`src/rtl/owsp_pkg.sv`:
```
// Package for the omni-wheel speed to PWM block: constants, sine table builder,
// heading fold helper. No dependencies.
package owsp_pkg;

    localparam int TRIG_FRAC_BITS_DEF = 15;
    localparam int TRIG_ENT_W         = 25;  // wide enough for the largest fraction width
    localparam int SPD_W              = 12;
    localparam int DUTY_W             = 16;
    localparam int CFG_IDX_W          = 2;
    localparam int CFG_DATA_W         = 16;
    localparam int WHEEL_W            = 14;  // truncated wheel speed, signed

    localparam logic [CFG_IDX_W-1:0] REG_SPEED_OFFSET = 2'd0;
    localparam logic [CFG_IDX_W-1:0] REG_PWM_TOP      = 2'd1;

    localparam logic [SPD_W-1:0]  OFFSET_RST  = '0;
    localparam logic [DUTY_W-1:0] PWM_TOP_RST = 16'd800;

    localparam logic [15:0] THIRD_Q16  = 16'd21845;
    localparam logic [15:0] ISQRT3_Q16 = 16'd37837;

    localparam longint unsigned PI_Q30 = 64'd3373259426;

    typedef logic [TRIG_ENT_W-1:0] t_trig_ent;
    typedef t_trig_ent t_trig_tbl [0:90];

    typedef struct packed {
        logic [6:0] idx;
        logic       neg;
    } t_fold;

    // Quarter-wave sine table, Taylor series in Q2.30 rounded to frac bits.
    // Each term divides the previous one by (2n)(2n+1); signs alternate.
    function automatic t_trig_tbl owsp_build_tbl(input int frac);
        t_trig_tbl        tbl;
        longint unsigned  x;
        longint unsigned  x2;
        longint unsigned  term;
        longint unsigned  sum;
        for (int k = 0; k <= 90; k++) begin
            x   = (longint'(k) * PI_Q30 + 64'd90) / 64'd180;
            x2  = (x * x + (64'd1 << 29)) >> 30;
            term = x;
            sum  = x;
            term = ((term * x2 + (64'd1 << 29)) >> 30) / 64'd6;
            sum  = sum - term;
            term = ((term * x2 + (64'd1 << 29)) >> 30) / 64'd20;
            sum  = sum + term;
            term = ((term * x2 + (64'd1 << 29)) >> 30) / 64'd42;
            sum  = sum - term;
            term = ((term * x2 + (64'd1 << 29)) >> 30) / 64'd72;
            sum  = sum + term;
            term = ((term * x2 + (64'd1 << 29)) >> 30) / 64'd110;
            sum  = sum - term;
            term = ((term * x2 + (64'd1 << 29)) >> 30) / 64'd156;
            sum  = sum + term;
            term = ((term * x2 + (64'd1 << 29)) >> 30) / 64'd210;
            sum  = sum - term;
            term = ((term * x2 + (64'd1 << 29)) >> 30) / 64'd272;
            sum  = sum + term;
            tbl[k] = TRIG_ENT_W'((sum + (64'd1 << (29 - frac))) >> (30 - frac));
        end
        return tbl;
    endfunction

    // Fold a heading in 0..359 into a quarter-wave index and a sign.
    function automatic t_fold owsp_fold(input logic [8:0] h);
        t_fold f;
        f.neg = 1'b0;
        if (h <= 9'd90) begin
            f.idx = h[6:0];
        end else if (h <= 9'd180) begin
            f.idx = 7'(9'd180 - h);
        end else if (h <= 9'd270) begin
            f.idx = 7'(h - 9'd180);
            f.neg = 1'b1;
        end else begin
            f.idx = 7'(9'd360 - h);
            f.neg = 1'b1;
        end
        return f;
    endfunction

endpackage

```
`src/rtl/owsp_wheel_cell.sv`:
```
// One wheel cell: sum, truncate toward zero, offset, direction and saturation.
// Depends on owsp_pkg.
module owsp_wheel_cell
    import owsp_pkg::*;
#(
    parameter int SUM_W = 48,
    parameter int SHIFT = 31
) (
    input  logic                    i_clk,
    input  logic signed [SUM_W-1:0] i_x,
    input  logic signed [SUM_W-1:0] i_y,
    input  logic signed [SUM_W-1:0] i_w,
    input  logic                    i_act,
    input  logic signed [SPD_W-1:0] i_off,
    input  logic [DUTY_W-1:0]       i_top,
    output logic                    o_dir,
    output logic [DUTY_W-1:0]       o_duty
);

    logic signed [SUM_W-1:0]   sum;
    logic signed [SUM_W-1:0]   quo;
    logic signed [WHEEL_W-1:0] n_m;
    logic signed [WHEEL_W-1:0] r_m;
    logic                      r_act;
    logic signed [WHEEL_W:0]   adj;
    logic [WHEEL_W:0]          mag;
    logic [DUTY_W-1:0]         mag_ext;

    // Truncate toward zero: bump a negative quotient when bits were dropped.
    always_comb begin
        sum = i_x + i_y + i_w;
        quo = sum >>> SHIFT;
        if (sum[SUM_W-1] && (|sum[SHIFT-1:0])) begin
            quo = quo + SUM_W'(1);
        end
        n_m = quo[WHEEL_W-1:0];
    end

    always_ff @(posedge i_clk) begin
        r_m   <= n_m;
        r_act <= i_act;
    end

    always_comb begin
        adj = {r_m[WHEEL_W-1], r_m};
        if (r_act) begin
            adj = adj - (WHEEL_W+1)'(i_off);
        end
        mag     = adj[WHEEL_W] ? (WHEEL_W+1)'(-adj) : adj;
        mag_ext = DUTY_W'(mag);
    end

    always_ff @(posedge i_clk) begin
        o_dir  <= adj[WHEEL_W];
        o_duty <= (mag_ext > i_top) ? i_top : mag_ext;
    end

endmodule

```
`src/rtl/omni_wheel_speed_to_pwm.sv`:
```
// Top level of the three-wheel omni-base inverse kinematics with PWM output.
// Depends on owsp_pkg and owsp_wheel_cell.
//
//  channel   | handshake             | payload
//  ----------+-----------------------+---------------------------------------------
//  command   | start / busy          | i_action i_base_speed i_heading_deg i_spin
//  result    | o_valid (strobe)      | o_dir_* o_duty_* for wheels one..three
//  config    | i_cfg_we              | i_cfg_idx i_cfg_data
//
// A command transfer happens at any edge with start high; busy is always low.
// Each command yields one result (o_valid for one cycle) after these registered
// steps: fold and table lookup, speed times sin/cos, times the Q0.16 constants,
// then two steps in each wheel cell (sum and truncate, offset and saturate).
// One command per cycle sustained.
// Reset clears the stage valid bits and loads speed_offset 0, pwm_top 800.
// The receiver cannot stall, so nothing is held back.
module omni_wheel_speed_to_pwm
    import owsp_pkg::*;
#(
    parameter int TRIG_FRAC_BITS = TRIG_FRAC_BITS_DEF
) (
    input  logic                  i_clk,
    input  logic                  i_rst_n,
    input  logic                  start,
    output logic                  busy,
    input  logic                  i_action,
    input  logic [11:0]           i_base_speed,
    input  logic [8:0]            i_heading_deg,
    input  logic [11:0]           i_spin,
    input  logic                  i_cfg_we,
    input  logic [CFG_IDX_W-1:0]  i_cfg_idx,
    input  logic [CFG_DATA_W-1:0] i_cfg_data,
    output logic                  o_valid,
    output logic                  o_dir_one,
    output logic [15:0]           o_duty_one,
    output logic                  o_dir_two,
    output logic [15:0]           o_duty_two,
    output logic                  o_dir_three,
    output logic [15:0]           o_duty_three
);

    localparam int TRIG_W = TRIG_FRAC_BITS + 2;   // signed, holds +/-1.0
    localparam int V_W    = SPD_W + TRIG_W;
    localparam int M_W    = V_W + 17;
    localparam int W3_W   = SPD_W + 17;
    localparam int SUM_W  = M_W + 3;
    localparam int SHIFT  = TRIG_FRAC_BITS + 16;
    localparam int LAT    = 5;

    localparam t_trig_tbl SIN_TBL = owsp_build_tbl(TRIG_FRAC_BITS);

    logic                    accept;
    logic [LAT-1:0]          r_vld;
    logic signed [SPD_W-1:0] r_off;
    logic [DUTY_W-1:0]       r_top;

    // stage 1 registers
    logic signed [TRIG_W-1:0] r_sin;
    logic signed [TRIG_W-1:0] r_cos;
    logic signed [SPD_W-1:0]  r_spd1;
    logic signed [SPD_W-1:0]  r_spin1;
    logic                     r_act1;
    // stage 2 registers
    logic signed [V_W-1:0]    r_vx;
    logic signed [V_W-1:0]    r_vyn;
    logic signed [SPD_W-1:0]  r_spin2;
    logic                     r_act2;
    // stage 3 registers
    logic signed [M_W-1:0]    r_vx3;
    logic signed [M_W-1:0]    r_p;
    logic signed [W3_W-1:0]   r_w3;
    logic                     r_act3;

    logic [8:0]               h_mod;
    logic [9:0]               h_cos_raw;
    logic [8:0]               h_cos;
    t_fold                    f_sin;
    t_fold                    f_cos;
    logic [TRIG_W-1:0]        sin_mag;
    logic [TRIG_W-1:0]        cos_mag;

    logic signed [SUM_W-1:0]  vx3_e;
    logic signed [SUM_W-1:0]  p_e;
    logic signed [SUM_W-1:0]  w_e;
    logic signed [SUM_W-1:0]  x_one;
    logic signed [SUM_W-1:0]  y_three;

    assign busy   = 1'b0;
    assign accept = start && !busy;

    // Configuration registers.
    always_ff @(posedge i_clk) begin
        if (!i_rst_n) begin
            r_off <= OFFSET_RST;
            r_top <= PWM_TOP_RST;
        end else if (i_cfg_we) begin
            if (i_cfg_idx == REG_SPEED_OFFSET) begin
                r_off <= i_cfg_data[SPD_W-1:0];
            end else if (i_cfg_idx == REG_PWM_TOP) begin
                r_top <= i_cfg_data[DUTY_W-1:0];
            end
        end
    end

    // Advance the valid marks down the chain.
    always_ff @(posedge i_clk) begin
        if (!i_rst_n) begin
            r_vld <= '0;
        end else begin
            r_vld <= {r_vld[LAT-2:0], accept};
        end
    end

    // Stage 1: reduce heading, fold into the quarter wave, read the table.
    always_comb begin
        h_mod     = (i_heading_deg >= 9'd360) ? 9'(i_heading_deg - 9'd360) : i_heading_deg;
        h_cos_raw = {1'b0, h_mod} + 10'd90;
        h_cos     = (h_cos_raw >= 10'd360) ? 9'(h_cos_raw - 10'd360) : h_cos_raw[8:0];
        f_sin     = owsp_fold(h_mod);
        f_cos     = owsp_fold(h_cos);
        sin_mag   = {1'b0, SIN_TBL[f_sin.idx][TRIG_FRAC_BITS:0]};
        cos_mag   = {1'b0, SIN_TBL[f_cos.idx][TRIG_FRAC_BITS:0]};
    end

    always_ff @(posedge i_clk) begin
        r_sin   <= f_sin.neg ? TRIG_W'(-sin_mag) : sin_mag;
        r_cos   <= f_cos.neg ? TRIG_W'(-cos_mag) : cos_mag;
        r_spd1  <= i_base_speed;
        r_spin1 <= i_spin;
        r_act1  <= i_action;
    end

    // Stage 2: Vx and -Vy.
    always_ff @(posedge i_clk) begin
        r_vx    <= r_spd1 * r_sin;
        r_vyn   <= r_spd1 * r_cos;
        r_spin2 <= r_spin1;
        r_act2  <= r_act1;
    end

    // Stage 3: scale by 1/3 and 1/sqrt3.
    always_ff @(posedge i_clk) begin
        r_vx3  <= r_vx * $signed({1'b0, THIRD_Q16});
        r_p    <= r_vyn * $signed({1'b0, ISQRT3_Q16});
        r_w3   <= r_spin2 * $signed({1'b0, THIRD_Q16});
        r_act3 <= r_act2;
    end

    // Wheel operands; r_p is -Vy/sqrt3 in sum scale.
    always_comb begin
        vx3_e   = SUM_W'(r_vx3);
        p_e     = SUM_W'(r_p);
        w_e     = SUM_W'(r_w3) <<< TRIG_FRAC_BITS;
        x_one   = -(vx3_e <<< 1);
        y_three = -p_e;
    end

    owsp_wheel_cell #(.SUM_W(SUM_W), .SHIFT(SHIFT)) u_wheel_one (
        .i_clk  (i_clk),
        .i_x    (x_one),
        .i_y    ('0),
        .i_w    (w_e),
        .i_act  (r_act3),
        .i_off  (r_off),
        .i_top  (r_top),
        .o_dir  (o_dir_one),
        .o_duty (o_duty_one)
    );

    owsp_wheel_cell #(.SUM_W(SUM_W), .SHIFT(SHIFT)) u_wheel_two (
        .i_clk  (i_clk),
        .i_x    (vx3_e),
        .i_y    (p_e),
        .i_w    (w_e),
        .i_act  (r_act3),
        .i_off  (r_off),
        .i_top  (r_top),
        .o_dir  (o_dir_two),
        .o_duty (o_duty_two)
    );

    owsp_wheel_cell #(.SUM_W(SUM_W), .SHIFT(SHIFT)) u_wheel_three (
        .i_clk  (i_clk),
        .i_x    (vx3_e),
        .i_y    (y_three),
        .i_w    (w_e),
        .i_act  (r_act3),
        .i_off  (r_off),
        .i_top  (r_top),
        .o_dir  (o_dir_three),
        .o_duty (o_duty_three)
    );

    assign o_valid = r_vld[LAT-1];

`ifndef SYNTHESIS
    a_result_has_command: assert property (@(posedge i_clk) disable iff (!i_rst_n)
        o_valid |-> $past(start, LAT))
        else $error("result strobe without a command transfer");

    a_reset_clears: assert property (@(posedge i_clk)
        !i_rst_n |=> !o_valid)
        else $error("result strobe right after reset");

    a_command_yields_result: assert property (@(posedge i_clk) disable iff (!i_rst_n)
        accept |-> ##LAT (o_valid || !$past(i_rst_n, 1) || !$past(i_rst_n, 2)
            || !$past(i_rst_n, 3) || !$past(i_rst_n, 4)))
        else $error("command transfer lost in the pipeline");
`endif

endmodule

```
`config.mk`:
```
export PLATFORM = sky130hd
export DESIGN_NAME = omni_wheel_speed_to_pwm
export DESIGN_NICKNAME = d
export VERILOG_FILES = /design/src/rtl/owsp_pkg.sv /design/src/rtl/owsp_wheel_cell.sv /design/src/rtl/omni_wheel_speed_to_pwm.sv
export SDC_FILE = /design/constraint.sdc
export NUM_CORES = 2
export LEC_CHECK = 0
export ABC_AREA = 1
export BUFFER_PORTS_ARGS = -buffer_cell sky130_fd_sc_hd__buf_2
export CAP_MARGIN = 40
export CORE_UTILIZATION = 55
export DETAILED_ROUTE_END_ITERATION = 8
export PLACE_DENSITY = 0.74
export SLEW_MARGIN = 10
export SYNTH_ARGS = -nofsm -noshare
export SYNTH_HDL_FRONTEND = slang
export SYNTH_HIERARCHICAL = 1
export SYNTH_SLANG_ARGS = --single-unit
```
`constraint.sdc`:
```
create_clock -name i_clk -period 6 [get_ports i_clk]
set_input_delay 1.2 -clock i_clk [delete_from_list [all_inputs] [get_ports i_clk]]
set_output_delay 1.2 -clock i_clk [all_outputs]
set_load 0.1 [all_outputs]
```
==> impl_metrics.sql <==
INSERT INTO impl_metrics (metric_group, metric, value, unit) VALUES
('floorplanning', 'core', '0.128', 'mm2'),
('worst_setup_path', 'crit_arrival', '6.60', 'ns'),
('timing', 'hold_viol_final', '0', ''),
('placement', 'gp_congestion', '1.04', ''),
('detailed_routing', 'post_drt_wl_per_cell', '17.7', 'um'),
('cts', 'cts_root_buf', 'sky130_fd_sc_hd__clkbuf_16', ''),
('final_layout', 'layout.cells.non_filler', '12300', ''),
('floorplanning', 'initial_utilization', '55.4', '%'),
('worst_setup_path', 'r2r.worst_path.cells', '34', ''),
('final_layout', 'most-common-layout-cells', 'sky130_fd_sc_hd__nand2_1, sky130_fd_sc_hd__inv_1, sky130_fd_sc_hd__fa_1', ''),
('synthesis', 'yosysWarnings', '6', ''),
('run_status', 'outcome', 'finished with violations', ''),
('timing', 'fin_skew', '0.0394', 'ns'),
('min_path', 'hp-class', 'flop to flop', ''),
('timing', 'rsz_0062_raised_after_global_routing', 'yes', ''),
('detailed_routing', 'drt_pre_antenna_iters', '8', ''),
('synthesis', 'postSynth.asyncResetShare', '0', '%'),
('synthesis', 'synth.mux.area_fraction', '0.0780', '%'),
('cts', 'tritoncts.num_buffers', '50', ''),
('synthesis', 'compound_cell_area_share_of_the_yosys_netlist', '6.69', '%'),
('cts', 'cts-root-to-sink-buffers', '3', ''),
('timing', 'min_period', '6.05', 'ns'),
('detailed_routing', 'drtIter0Drc', '4815', ''),
('cts', 'clk-insertion-delay-late', '0.68', 'ns'),
('worst_setup_path', 'timing.rr.start', 'r_p[5]$_DFF_P_', ''),
('final_layout', 'nNetsFinal', '12400', ''),
('timing', 'final.setup.worst_slack', '-0.0511', 'ns'),
('final_layout', 'most_common_cell_after_layout_fill_and_taps_aside', 'sky130_fd_sc_hd__nand2_1', ''),
('global_routing', 'grt_overflow_total', '0', ''),
('worst_setup_path', 'critical_path.max_fanout', '7', ''),
('worst_setup_path', 'slowest_delay', '0.49', 'ns'),
('run_status', 'violations', 'setup timing', ''),
('synthesis', 'synth.top_cell.area_share', '26.2', '%'),
('synthesis', 'syn_avg_cell_area', '7.25', 'um2'),
('min_path', 'min_delay_path_depth', '0', ''),
('timing', 'worst_pin_slew', '0.896', 'ns'),
('synthesis', 'post_synth_design_cell_area', '0.0706', 'mm2'),
('final_layout', 'final_cell_area', '0.0825', 'mm2'),
('detailed_routing', 'wirelength', '217000', 'um'),
('placement', 'placed_cell_count', '12100', ''),
('worst_setup_path', 'worst-endpoint-required', '6.55', 'ns'),
('synthesis', 'synth_top_family_by_area', 'adder cells', ''),
('synthesis', 'synthesized_area_fraction_occupied_by_and_or_nand_nor_cells', '24.2', '%'),
('global_routing', 'grt_util_all_layers', '33.0', '%'),
('synthesis', 'synthDistinctLibCells', '69', ''),
('cts', 'cts_max_level', '2', ''),
('min_path', 'holdCritStartpoint', 'r_spin1[0]$_DFF_P_', ''),
('detailed_routing', 'num_vias', '65000', ''),
('floorplanning', 'die-width', '360', 'um'),
('placement', 'portBuffers', '107', ''),
('synthesis', 'netlist.top_cell.by_area', 'sky130_fd_sc_hd__fa_1', ''),
('global_routing', 'grt_antenna_before_repair', '4', ''),
('floorplanning', 'number_of_standard_cell_rows_in_the_floorplan', '131', ''),
('timing', 'slew_headroom', '40.2', '%'),
('synthesis', 'synth-seq-cells', '379', ''),
('global_routing', 'wire_length_of_the_first_global_routing_pass', '341000', 'um'),
('worst_setup_path', 'rr_endpoint', 'u_wheel_three/r_m[11]$_DFF_P_', ''),
('worst_setup_path', 'critPathSlowestCell', 'sky130_fd_sc_hd__fa_2', ''),
('placement', 'post_dp_cell_area', '0.0781', 'mm2'),
('synthesis', 'synth.area.top_cells', 'sky130_fd_sc_hd__fa_1, sky130_fd_sc_hd__ha_1, sky130_fd_sc_hd__nand2_1', ''),
('timing', 'fmaxAchievable', '0.165', 'GHz'),
('floorplanning', 'die_ar', '0.130', 'mm2'),
('job', 'total_of_max_cap_violations', '0', ''),
('timing', 'min_period_over_period', '101', '%'),
('final_layout', 'synthToLayoutAreaGrowth', '16.9', '%'),
('timing', 'setup_violations', '7', ''),
('worst_setup_path', 'worst-setup-path-type', 'flop to flop', ''),
('floorplanning', 'num_io_pins', '109', ''),
('detailed_routing', 'number_of_drc_violations_after_detailed_routing', '0', ''),
('global_routing', 'grt_pass1_vias', '65600', ''),
('synthesis', 'synth-main-ff-cell', 'sky130_fd_sc_hd__dfxtp_1', '');
-- final cells by class --
cell class | instances | area (um2)
Antenna cell | 4 | 10.0
Clock buffer | 59 | 1320
Clock inverter | 35 | 502
Fill cell | 11100 | 45000
Inverter | 2155 | 8100
Multi-Input combinational cell | 7132 | 56500
Sequential cell | 379 | 7660
Tap cell | 1662 | 2080
Timing Repair Buffer | 842 | 6400
-- worst max-delay path, delay by kind of cell, from the launching register on --
family | cells | cell delay, ns
buffers and inverters | 4 | 0.60
adder cells (fa/ha/maj) | 2 | 0.71
flip-flops | 1 | 0.32
AO/OA/AOI/OAI | 3 | 0.51
AND/OR/NAND/NOR | 23 | 3.35
XOR/XNOR | 2 | 0.43
-- metal layers --
layer | vias up | track usage, % | part of all wire [%]
met1 | 31300 | 42.4 | 42
met3 | 457 | 3.66 | 6.1
met5 | - | 0 | 0.0060
li1 | 31300 | - | -
met2 | 1989 | 57.0 | 48
met4 | 2 | 12.2 | 4.1
-- worst max path at each step --
stage	endpoint	start
after CTS	r_p[44]$_DFF_P_	r_vyn[8]$_DFF_P_
after global routing	u_wheel_three/r_m[11]$_DFF_P_	r_p[5]$_DFF_P_
after detailed placement	u_wheel_three/r_m[12]$_DFF_P_	r_p[0]$_DFF_P_
final	u_wheel_three/r_m[11]$_DFF_P_	r_p[5]$_DFF_P_
after global placement	u_wheel_three/r_m[12]$_DFF_P_	r_p[0]$_DFF_P_
after floorplan	r_vx[28]$_DFF_P_	r_spd1[11]$_DFF_P_
-- timing repair --
item,CTS,global route
resized for setup,60,440
pin swaps,14,187
setup endpoints to repair,46,70
gates cloned,0,1
setup buffers,4,55
hold buffers,0,0
-- synthesized netlist by cell type, types with 6 or more instances --
library cell and count:
sky130_fd_sc_hd__a211oi_1 11, sky130_fd_sc_hd__a21boi_0 9, sky130_fd_sc_hd__a21o_1 19, sky130_fd_sc_hd__a21oi_1 349, sky130_fd_sc_hd__a21oi_2 6, sky130_fd_sc_hd__a31oi_1 32, sky130_fd_sc_hd__and2_1 6, sky130_fd_sc_hd__buf_2 29
sky130_fd_sc_hd__buf_4 13, sky130_fd_sc_hd__buf_6 10, sky130_fd_sc_hd__clkbuf_1 113, sky130_fd_sc_hd__clkinv_1 6, sky130_fd_sc_hd__dfxtp_1 379, sky130_fd_sc_hd__fa_1 926, sky130_fd_sc_hd__ha_1 837, sky130_fd_sc_hd__inv_1 2105
sky130_fd_sc_hd__inv_2 44, sky130_fd_sc_hd__nand2_1 2535, sky130_fd_sc_hd__nand2_2 75, sky130_fd_sc_hd__nand2_4 10, sky130_fd_sc_hd__nand3_1 504, sky130_fd_sc_hd__nand3_2 20, sky130_fd_sc_hd__nand3b_1 28, sky130_fd_sc_hd__nand4_1 97
sky130_fd_sc_hd__nor2_1 606, sky130_fd_sc_hd__nor2_2 32, sky130_fd_sc_hd__nor2_4 11, sky130_fd_sc_hd__nor3_1 51, sky130_fd_sc_hd__nor4_1 20, sky130_fd_sc_hd__o211ai_1 20, sky130_fd_sc_hd__o21a_1 7, sky130_fd_sc_hd__o21ai_0 272
sky130_fd_sc_hd__o21ai_1 21, sky130_fd_sc_hd__o21ai_2 9, sky130_fd_sc_hd__o21bai_1 33, sky130_fd_sc_hd__o221ai_1 8, sky130_fd_sc_hd__o311ai_0 7, sky130_fd_sc_hd__o31ai_1 14, sky130_fd_sc_hd__or2_2 42, sky130_fd_sc_hd__xnor2_1 120
sky130_fd_sc_hd__xor2_1 249
-- sequential cells by signal, summed over array words and instances, names as in the netlist, 12 cells and up --
register and cells:
r_spd1 12, r_vx3 45, r_cos 17, u_wheel_two/o_duty 16, r_w3 28, u_wheel_one/r_m 14, r_off 12, r_vx 29
r_spin1 12, u_wheel_three/o_duty 16, r_top 16, r_sin 17, u_wheel_three/r_m 14, r_p 46, r_vyn 29, u_wheel_one/o_duty 16
r_spin2 12, u_wheel_two/r_m 14
-- per-stage QoR --
| step | hold WS (ns) | setup WS (ns) | TNS, ns | utilization, % |
|---|---|---|---|---|
| global placement | 0.311 | -0.230 | -2.16 | 61.2 |
| CTS | 0.310 | -0.000886 | -0.000886 | 62.9 |
| global route | 0.316 | -0.384 | -6.40 | 64.7 |
| floorplan | 0.310 | 0.0117 | 0 | - |
| finish | 0.304 | -0.0511 | -0.147 | 64.7 |
| detailed placement | 0.312 | -0.316 | -6.14 | 61.3 |
-- cells by family after synthesis --
kind of cell,after synthesis
other,4
adder cells (fa/ha/maj),1764
buffers and inverters,2325
multiplexers,5
XOR/XNOR,370
AO/OA/AOI/OAI,838
AND/OR/NAND/NOR,4056
flip-flops,379
Power is left out: the tool's default activity adds up to more than one toggle a clock period on the data nets, which glitch-free logic cannot reach.
